===== src/hdl/bmark_pkg.sv =====
// shared types and constants for the bookmark set with wrap search
package bmark_pkg;

  localparam int unsigned MaxMarksDef = 32;
  localparam int unsigned AddrW       = 32;

  typedef enum logic [1:0] {
    CMD_TOGGLE = 2'd0,
    CMD_CHECK  = 2'd1,
    CMD_NEXT   = 2'd2,
    CMD_NONE   = 2'd3
  } cmd_e;

  typedef enum logic [1:0] {
    ST_IDLE,
    ST_SCAN,
    ST_DONE
  } state_e;

endpackage


===== src/hdl/bookmark_set_with_wrap_search_core.sv =====
// bookmark set with toggle, check and wrap-around next search
//
//  channel   handshake          payload
//  command   start / busy       command_i, address_i, doc_length_i
//  result    done_o (strobe)    is_marked_o, found_o, next_address_o, table_full_o
//
// one compare unit walks the mark memory one entry per cycle (read data registered)
// check and toggle walk every entry once; next walks every entry, and again from zero on wrap
// unused command: no scan; busy is high from the accepting edge to the result
// reset clears every valid bit at once, the address memory needs no clearing
// the result strobe lasts one cycle and cannot be held off by the receiver
module bookmark_set_with_wrap_search_core #(
  parameter int unsigned MaxMarks = bmark_pkg::MaxMarksDef
) (
  input  logic                        clk_i,
  input  logic                        rst_ni,
  input  logic                        start,
  output logic                        busy,
  input  logic [1:0]                  command_i,
  input  logic [bmark_pkg::AddrW-1:0] address_i,
  input  logic [bmark_pkg::AddrW-1:0] doc_length_i,
  output logic                        done_o,
  output logic                        is_marked_o,
  output logic                        found_o,
  output logic [bmark_pkg::AddrW-1:0] next_address_o,
  output logic                        table_full_o
);

  localparam int unsigned IdxW = (MaxMarks > 1) ? $clog2(MaxMarks) : 1;
  localparam int unsigned CntW = $clog2(MaxMarks + 1);
  localparam int unsigned AW   = bmark_pkg::AddrW;

  bmark_pkg::state_e state_q, state_d;
  bmark_pkg::cmd_e   cmd_q, cmd_d;
  logic [AW-1:0]     addr_q, addr_d;
  logic [AW-1:0]     len_q, len_d;
  logic [AW-1:0]     best_q, best_d;
  logic              wrap_q, wrap_d;
  logic              matched_q, matched_d;
  logic              free_found_q, free_found_d;
  logic [IdxW-1:0]   free_idx_q, free_idx_d;
  logic [CntW-1:0]   iss_cnt_q, iss_cnt_d;
  logic              rd_vld_q;
  logic [IdxW-1:0]   rd_idx_q;
  logic [AW-1:0]     rd_data_q;
  logic [MaxMarks-1:0] valid_q, valid_d;

  logic              done_d, is_marked_d, found_d, table_full_d;
  logic [AW-1:0]     next_address_d;
  logic              issue;
  logic              mem_we;
  logic [AW-1:0]     lo;
  logic              entry_vld, entry_eq, entry_stale;

  logic [AW-1:0] mark_mem [MaxMarks];

  assign busy      = (state_q != bmark_pkg::ST_IDLE);
  assign issue     = (state_q == bmark_pkg::ST_SCAN) && (iss_cnt_q < CntW'(MaxMarks));
  assign lo        = wrap_q ? '0 : addr_q;
  assign entry_vld   = valid_q[rd_idx_q];
  assign entry_eq    = (rd_data_q == addr_q);
  assign entry_stale = (rd_data_q >= len_q);

  always_comb begin
    state_d        = state_q;
    cmd_d          = cmd_q;
    addr_d         = addr_q;
    len_d          = len_q;
    best_d         = best_q;
    wrap_d         = wrap_q;
    matched_d      = matched_q;
    free_found_d   = free_found_q;
    free_idx_d     = free_idx_q;
    iss_cnt_d      = iss_cnt_q;
    valid_d        = valid_q;
    mem_we         = 1'b0;
    done_d         = 1'b0;
    is_marked_d    = is_marked_o;
    found_d        = found_o;
    next_address_d = next_address_o;
    table_full_d   = table_full_o;

    if (issue) begin
      iss_cnt_d = iss_cnt_q + CntW'(1);
    end

    // one entry per cycle through the shared compare
    if (rd_vld_q) begin
      case (cmd_q)
        bmark_pkg::CMD_TOGGLE: begin
          if (entry_vld && (entry_eq || entry_stale)) begin
            valid_d[rd_idx_q] = 1'b0;
          end
          if (entry_vld && entry_eq) begin
            matched_d = 1'b1;
          end
          if (!free_found_q && (!entry_vld || entry_eq || entry_stale)) begin
            free_found_d = 1'b1;
            free_idx_d   = rd_idx_q;
          end
        end
        bmark_pkg::CMD_CHECK: begin
          if (entry_vld && entry_eq) begin
            matched_d = 1'b1;
          end
        end
        bmark_pkg::CMD_NEXT: begin
          if (entry_vld && (rd_data_q > lo) && (rd_data_q < best_q)) begin
            best_d = rd_data_q;
          end
        end
        default: ;
      endcase
    end

    unique case (state_q)
      bmark_pkg::ST_IDLE: begin
        if (start) begin
          cmd_d        = bmark_pkg::cmd_e'(command_i);
          addr_d       = address_i;
          len_d        = doc_length_i;
          best_d       = doc_length_i;
          wrap_d       = 1'b0;
          matched_d    = 1'b0;
          free_found_d = 1'b0;
          free_idx_d   = '0;
          iss_cnt_d    = '0;
          state_d      = (bmark_pkg::cmd_e'(command_i) == bmark_pkg::CMD_NONE) ?
                         bmark_pkg::ST_DONE : bmark_pkg::ST_SCAN;
        end
      end
      bmark_pkg::ST_SCAN: begin
        if (!issue && !rd_vld_q) begin
          if (cmd_q == bmark_pkg::CMD_NEXT && !wrap_q && best_q == len_q && addr_q != '0) begin
            // nothing above the start: search again from zero
            wrap_d    = 1'b1;
            iss_cnt_d = '0;
          end else begin
            state_d = bmark_pkg::ST_DONE;
          end
        end
      end
      bmark_pkg::ST_DONE: begin
        state_d        = bmark_pkg::ST_IDLE;
        done_d         = 1'b1;
        is_marked_d    = 1'b0;
        found_d        = 1'b0;
        next_address_d = '0;
        table_full_d   = 1'b0;
        case (cmd_q)
          bmark_pkg::CMD_TOGGLE: begin
            if (!matched_q) begin
              if (free_found_q) begin
                mem_we              = 1'b1;
                valid_d[free_idx_q] = 1'b1;
                is_marked_d         = 1'b1;
              end else begin
                table_full_d = 1'b1;
              end
            end
          end
          bmark_pkg::CMD_CHECK: begin
            is_marked_d = matched_q;
          end
          bmark_pkg::CMD_NEXT: begin
            if (best_q < len_q) begin
              found_d        = 1'b1;
              next_address_d = best_q;
            end
          end
          default: ;
        endcase
      end
      default: state_d = bmark_pkg::ST_IDLE;
    endcase
  end

  always_ff @(posedge clk_i or negedge rst_ni) begin
    if (!rst_ni) begin
      state_q        <= bmark_pkg::ST_IDLE;
      cmd_q          <= bmark_pkg::CMD_NONE;
      wrap_q         <= 1'b0;
      matched_q      <= 1'b0;
      free_found_q   <= 1'b0;
      iss_cnt_q      <= '0;
      rd_vld_q       <= 1'b0;
      valid_q        <= '0;
      done_o         <= 1'b0;
      is_marked_o    <= 1'b0;
      found_o        <= 1'b0;
      next_address_o <= '0;
      table_full_o   <= 1'b0;
    end else begin
      state_q        <= state_d;
      cmd_q          <= cmd_d;
      wrap_q         <= wrap_d;
      matched_q      <= matched_d;
      free_found_q   <= free_found_d;
      iss_cnt_q      <= iss_cnt_d;
      rd_vld_q       <= issue;
      valid_q        <= valid_d;
      done_o         <= done_d;
      is_marked_o    <= is_marked_d;
      found_o        <= found_d;
      next_address_o <= next_address_d;
      table_full_o   <= table_full_d;
    end
  end

  always_ff @(posedge clk_i) begin
    addr_q     <= addr_d;
    len_q      <= len_d;
    best_q     <= best_d;
    free_idx_q <= free_idx_d;
    rd_idx_q   <= iss_cnt_q[IdxW-1:0];
  end

  // mark address memory: one write port, one registered read port
  always_ff @(posedge clk_i) begin
    if (mem_we) begin
      mark_mem[free_idx_q] <= addr_q;
    end
    rd_data_q <= mark_mem[iss_cnt_q[IdxW-1:0]];
  end

  a_done_idle: assert property (@(posedge clk_i) disable iff (!rst_ni)
    done_o |-> !busy) else $error("result strobe while busy");

  a_accept_busy: assert property (@(posedge clk_i) disable iff (!rst_ni)
    start && !busy |=> busy) else $error("accepted command did not raise busy");

  a_found_below_len: assert property (@(posedge clk_i) disable iff (!rst_ni)
    done_o && found_o |-> next_address_o < len_q && next_address_o != '0)
    else $error("next mark outside the search range");

  a_full_excl: assert property (@(posedge clk_i) disable iff (!rst_ni)
    done_o && table_full_o |-> !is_marked_o && (&valid_q))
    else $error("table full reported with a free slot");

  a_scan_no_result: assert property (@(posedge clk_i) disable iff (!rst_ni)
    state_q == bmark_pkg::ST_SCAN |=> !done_o)
    else $error("result strobe during a scan");

endmodule


===== config.mk =====
export PLATFORM = sky130hd
export DESIGN_NAME = bookmark_set_with_wrap_search_core
export DESIGN_NICKNAME = d
export VERILOG_FILES = /design/src/hdl/bmark_pkg.sv /design/src/hdl/bookmark_set_with_wrap_search_core.sv
export SDC_FILE = /design/constraint.sdc
export NUM_CORES = 1
export LEC_CHECK = 0
export ABC_AREA = 1
export BUFFER_PORTS_ARGS = -buffer_cell sky130_fd_sc_hd__buf_2
export CAP_MARGIN = 20
export CORE_MARGIN = 4
export CORE_UTILIZATION = 45
export DETAILED_ROUTE_END_ITERATION = 6
export PLACE_DENSITY_LB_ADDON = 0.08
export SLEW_MARGIN = 40
export SYNTH_ARGS = -nofsm -noshare
export SYNTH_HDL_FRONTEND = slang
export SYNTH_SLANG_ARGS = --single-unit

===== constraint.sdc =====
create_clock -name clk_i -period 3.8 [get_ports clk_i]
set_input_delay 0.38 -clock clk_i [delete_from_list [all_inputs] [get_ports clk_i]]
set_output_delay 0.38 -clock clk_i [all_outputs]
set_load 0.03 [all_outputs]

==> flow_metrics.tcl, run 1 <==
set metrics [dict create \
    design_area_mm2 0.0599 \
    cp-start-kind "flip-flop" \
    cp_max_fo 32 \
    htree_levels 4 \
    ys_async_sr_fraction_pct 6.59 \
    maxSlewViolCount 0 \
    wl_mm 165 \
    drtIter0Drc 3882 \
    crit_type "reg -> reg" \
    drive_gt1_share_pct 10.5 \
    dp_hpwl_mm 97.6 \
    cts_buffers 136 \
    vias_per_cell 5.78 \
    ys_seq_elements 1244 \
    ant_nets 0 \
    globalRouteOverflowTotal 0 \
    cts_setup_buffers 0 \
    cts_tree "done" \
    dpl_cell_area_mm2 0.0550 \
    cts-root-buf "clkbuf_16" \
    leakage_nw 21.6 \
    num_io_pins 106 \
    yosysWarnings 0 \
    reg2reg_depth 16 \
    cts_resized 0 \
    fin_nets 4826 \
    cp.arrival_ns 3.96 \
    synthToLayoutAreaGrowth_pct 15.7 \
    rows 124 \
    die_w_um 347 \
    start_util_pct 45.3 \
    ir_drop_v 0.000464 \
    synth_flop_cell "edfxtp_1" \
    syn_area_mm2 0.0518 \
    setup_viol 0 \
    finClkSkew_ns 0.0404 \
    fin_ws_ns 0.524 \
    synth_area_leaders "edfxtp_1 (63%), o21ai_0 (5.4%), nor2_1 (4.7%)" \
    grt_pass1_wl_mm 240 \
    dr.pass1.iters 6 \
    p_per_area_mw_per_mm2 758 \
    pre_cts_slack_ns 0.362 \
    synth_nets 4615 \
    seq_area_frac_synth_pct 69.9 \
    fp.dieH_um 347 \
    postCtsHoldBufs 67 \
    synth_area_per_cell_um2 11.7 \
    status "finished clean" \
    holdWs_ns 0.212 \
    drv_cap 0 \
    numPortBuffers 105 \
    crit_required_ns 4.48 \
    max_freq_mhz 305 \
    first_global_vias 34000 \
    clock_tree.buffer_depth 3 \
    worstMarginPinSlew_ns 0.859 \
    grt_max_degree 149 \
    groute.usage.overall_pct 27.0 \
    cts_sinks 1244 \
    synth.top_cell.area_share_pct 63.1 \
    synthCells 4418 \
    drc_errors 0 \
    gp_congestion 0.880 \
    period_needed_ns 3.28 \
    yosys.area.top_type "edfxtp_1" \
    end_kind "flip-flop" \
    clk_pin_slew_ns 0.06 \
    slew_headroom_pct 42.2 \
    dr_total_vias 36100 \
    antenna_found_initial 11 \
    post_drt_wl_per_cell_um 26.5 \
    fin_crit_sh_pct 86.2 \
    finalHoldViolations 0 \
    clk_latency_ns 0.75 \
    tns_ns 0 \
    design.core.area_mm2 0.114 \
    rsz0062_at_grt "false" \
    hp-class "in -> async" \
    die_area_mm2 0.121 \
    synth-edff-count 1088 \
    synth_cell_types 43 \
]
[cell usage after synthesis (all sizes together) (5+ instances only)]
library cell,count
nand3,168
o22ai,161
buf,53
o21ai,592
nor3,23
o21a,7
dfrtp,80
clkbuf,193
inv,264
o211ai,31
nand2,619
nand4,90
o221ai,96
nor4,5
edfxtp,1088
nor2,651
ha,128
dfxtp,74
a21oi,68
[layer usage]
metal | track usage (%) | wire (um)
met1 | 39.9 | 74000
met2 | 42.0 | 75400
met3 | 4.55 | 12100
met4 | 6.75 | 3800
met5 | 0 | 13
[stage by stage]
stage | instances | power (mW) | utilization (%)
6_report | 6245 | 45.5 | 52.4
5_1_grt | 6242 | 48.0 | 52.4
4_1_cts | 6241 | 45.6 | 52.4
3_5_place_dp | 5935 | 32.8 | 48.1
3_3_place_gp | 5935 | 32.8 | 48.1
2_1_floorplan | 4418 | 26.7 | -
[final cells by class]
type | count | area, um^2
antenna | 3 | 7.51
clock buffer | 178 | 3600
clock inverter | 61 | 643
fill | 9909 | 54400
inverter | 267 | 1020
multi-input combinational | 2661 | 13800
sequential | 1244 | 36200
tap | 1512 | 1890
timing repair buffer | 319 | 2710
[worst max-delay path: stages, from the launching register on]
cell     delay, ns
dfrtp_1       0.39
inv_1         0.07
buf_4         0.34
nand2_1       0.10
ha_1          0.31
nand2_1       0.07
nor2_1        0.16
nand2_1       0.13
inv_1         0.07
nand2_1       0.05
nand2_1       0.14
nand2_1       0.07
nand2_1       0.48
nand3_4       0.47
nand2_1       0.17
nand3_1       0.09
nand2_1       0.08
[placed cells by master, fill, tap and decap left out, drive strengths merged, types with 2 or more instances in the layout]
master / n
xor2: 4
o211ai: 31
a221oi: 4
nand4: 90
o221ai: 96
inv: 271
a21oi: 68
dfstp: 2
nand2: 619
a31oi: 3
buf: 252
nand3: 168
nor2: 651
diode: 3
ha: 128
dfrtp: 80
o21a: 7
xnor2: 3
dlygate4sd3: 67
bufinv: 8
edfxtp: 1088
clkinvlp: 4
dfxtp: 74
o21ai: 592
clkinv: 45
nor4: 5
o22ai: 161
nor3: 23
clkbuf: 178
[registers in the layout, summed over array words and instances, names as in the netlist, 5 cells and up]
signal / count
rd_idx_q: 5
best_q: 32
rd_data_q: 32
next_address_o: 32
valid_q: 32
mark_mem: 1024
free_idx_q: 5
addr_q: 32
iss_cnt_q: 6
len_q: 32
[power breakdown]
group	leakage (nW)	internal, mW	switching [mW]
registers	11.5	15.9	1.10
clock network	2.06	7.27	5.47
logic	8.03	4.58	11.1
total	21.6	27.8	17.7
[final timing paths]
path                                         from                            end  slack, ns
setup reg to reg               wrap_q$_DFFE_PN0P_              best_q[4]$_DFF_P_       0.52
max in group asynchronous                  rst_ni  next_address_o[7]$_DFFE_PN0P_       2.79
min in group clk_i                          start         iss_cnt_q[4]$_DFF_PN0_       0.26
setup / recovery               wrap_q$_DFFE_PN0P_              best_q[4]$_DFF_P_       0.52
hold / removal                             rst_ni           valid_q[0]$_DFF_PN0_       0.21
hold reg to reg            free_found_q$_DFF_PN0_       table_full_o$_DFFE_PN0P_       0.46
[logic make-up after synthesis]
logic type                 after synthesis  share of synthesized area [%]
and+or+nand+nor                       1558                           12.3
buffers and inverters                  513                           3.84
DFF                                   1244                           69.9
xor gates and xnor gates                 7                          0.118
adders and majority gates              128                           3.09
AOI/OAI and AO/OA                      968                           10.7
Power figures use the tool's default switching activity.
==> inputs of run 2 (changes only) <==
--- a/config.mk
+++ b/config.mk
@@ -12,6 +12,7 @@
 export CORE_UTILIZATION = 45
 export DETAILED_ROUTE_END_ITERATION = 6
 export PLACE_DENSITY_LB_ADDON = 0.08
+export REMOVE_ABC_BUFFERS = 1
 export SLEW_MARGIN = 40
 export SYNTH_ARGS = -nofsm -noshare
 export SYNTH_HDL_FRONTEND = slang
==> run 2 against run 1 <==
Net effect: hold slack worse by 0.022 ns; first-iteration DRC count up 5.8%; critical endpoint is now best_q[0]$_DFF_P_; clock power about the same; non-clock buffer count up 4; sequential power about the same; count of clock-buffer cells in the layout up 7; final cell count up 0.18%; worst setup slack better by 0.24 ns.
==> flow_metrics.tcl, run 2 (synthesized netlist as in run 1, its figures left out) <==
set metrics [dict create \
    status "finished clean" \
    cp.arrival_ns 3.71 \
    crit_buf_inv 2 \
    cts_buffers 136 \
    finalHoldViolations 0 \
    critical_path.slowest_cell "nand3_4" \
    max_freq_mhz 329 \
    p_per_area_mw_per_mm2 758 \
    first_global_vias 35000 \
    crit_required_ns 4.47 \
    worst_path_largest_cell_delay_ns 0.50 \
    register_area_mm2 0.0362 \
    post_drt_wl_per_cell_um 26.6 \
    setup_viol 0 \
    crit_type "reg -> reg" \
    synthToLayoutAreaGrowth_pct 16.1 \
    cp_cell_sequence "inv_1 -> buf_4 -> nand2_1 -> ha_1 -> nand2_1 -> nor2_1 -> nand4_1 -> nor2_1 -> nand2_1 -> nand2_1 -> nand3_4 -> nand2_1 -> nand3_1 -> nand2_1" \
    num_io_pins 106 \
    combPwrFrac_pct 34.1 \
    drive_gt1_share_pct 10.7 \
    htree_levels 4 \
    design.core.area_mm2 0.114 \
    hp-class "in -> async" \
    p_int_mw 28.0 \
    slew_headroom_pct 44.0 \
    grt_pass1_wl_mm 243 \
    vias_per_cell 5.79 \
    clkPwrFrac_pct 28.2 \
    fp.dieH_um 347 \
    numPortBuffers 105 \
    grt_max_degree 167 \
    period_needed_ns 3.04 \
    die_w_um 347 \
    start_util_pct 45.3 \
    crit_top_cell "nand2_1" \
    cts_setup_buffers 0 \
    finClkSkew_ns 0.0317 \
    rows 124 \
    worstMarginPinSlew_ns 0.840 \
    p_switching_mw 17.6 \
    power.total_mw 45.6 \
    cp_max_fo 32 \
    largest_reg_flops 1024 \
    dr.pass1.iters 6 \
    postCtsHoldBufs 67 \
    gp_congestion 0.879 \
    fillers 9900 \
    ant_nets 0 \
    drc_errors 0 \
    multi_input_area_mm2 0.0138 \
    drtIter0Drc 4108 \
    layout_commonest_cell "edfxtp_1" \
    fin_nets 4830 \
    ir_drop_v 0.000504 \
    wl_mm 167 \
    dr_total_vias 36200 \
    cp-start-kind "flip-flop" \
    rsz0062_at_grt "false" \
    pwr-share-seq_pct 37.7 \
    switching_share_pct 38.6 \
    cts-root-buf "clkbuf_16" \
    maxSlewViolCount 0 \
    leakage_nw 21.7 \
    cts_sinks 1244 \
    antenna_found_initial 8 \
    end_kind "flip-flop" \
    globalRouteOverflowTotal 0 \
    clock_tree.buffer_depth 3 \
    fin_crit_sh_pct 80.0 \
    die_area_mm2 0.121 \
    tns_ns 0 \
    dp_hpwl_mm 99.6 \
    cp_top_family "simple AND/OR/NAND/NOR gates" \
    cts_resized 0 \
    groute.usage.overall_pct 27.4 \
    cts_tree "done" \
    layout_common_cells "edfxtp_1 (1088), nand2_1 (615), nor2_1 (614)" \
    drv_cap 0 \
    largest_register "mark_mem" \
    clk_pin_slew_ns 0.06 \
    clk_latency_ns 0.75 \
]
-- run 2: per-stage QoR --
step / setup WS, ns / hold slack [ns] / std cells / utilization, % / area (um^2)
floorplan: -13.75 / 0.0844 / 4172 / - / 50800
finish: 0.761 / 0.190 / 6256 / 52.6 / 60100
CTS: 0.822 / 0.149 / 6254 / 52.6 / 60100
global route: 0.461 / 0.213 / 6254 / 52.6 / 60100
detailed placement: 0.839 / 0.408 / 5940 / 48.3 / 55200
global placement: 0.813 / 0.403 / 5939 / 48.2 / 55100
-- run 2: area by class of cell --
type                            count  share of cell area (%)
Sequential cell                  1244                    60.2
Multi-Input combinational cell   2661                    23.0
Clock buffer                      185                    6.29
Timing Repair Buffer              323                    4.78
Tap cell                         1512                    3.15
Inverter                          267                    1.70
Clock inverter                     62                   0.836
Antenna cell                        2                 0.00832
-- run 2: path summary, 6_finish.rpt --
| kind | endpoint | startpoint | cells after the start | slack, ns |
|---|---|---|---|---|
| min reg2reg | rd_idx_q[3]$_DFF_P_ | iss_cnt_q[3]$_DFF_PN0_ | 0 | 0.45 |
| min in group clk_i | iss_cnt_q[3]$_DFF_PN0_ | start | 5 | 0.20 |
| min | next_address_o[18]$_DFFE_PN0P_ | rst_ni | 2 | 0.19 |
| max reg2reg | best_q[0]$_DFF_P_ | wrap_q$_DFFE_PN0P_ | 14 | 0.76 |
| max | best_q[0]$_DFF_P_ | wrap_q$_DFFE_PN0P_ | 14 | 0.76 |
| max in group asynchronous | valid_q[23]$_DFF_PN0_ | rst_ni | 3 | 2.77 |
-- run 2: power by group through the flow --
stage / Combinational, mW / Sequential [mW] / Clock (mW)
finish: 15.5 / 17.2 / 12.8
global route: 17.2 / 17.3 / 13.6
CTS: 15.5 / 17.2 / 13.0
detailed placement: 15.4 / 17.4 / 0
global placement: 15.3 / 17.4 / 0
floorplan: 7.59 / 17.5 / 0
-- run 2: layer usage --
layer	vias to the layer above	track usage, %	share of wire (%)
met2	1379	44.1	47
met5	-	0	0.0078
li1	16400	-	-
met3	296	4.37	7.1
met1	18200	38.5	43
met4	2	8.24	3.0
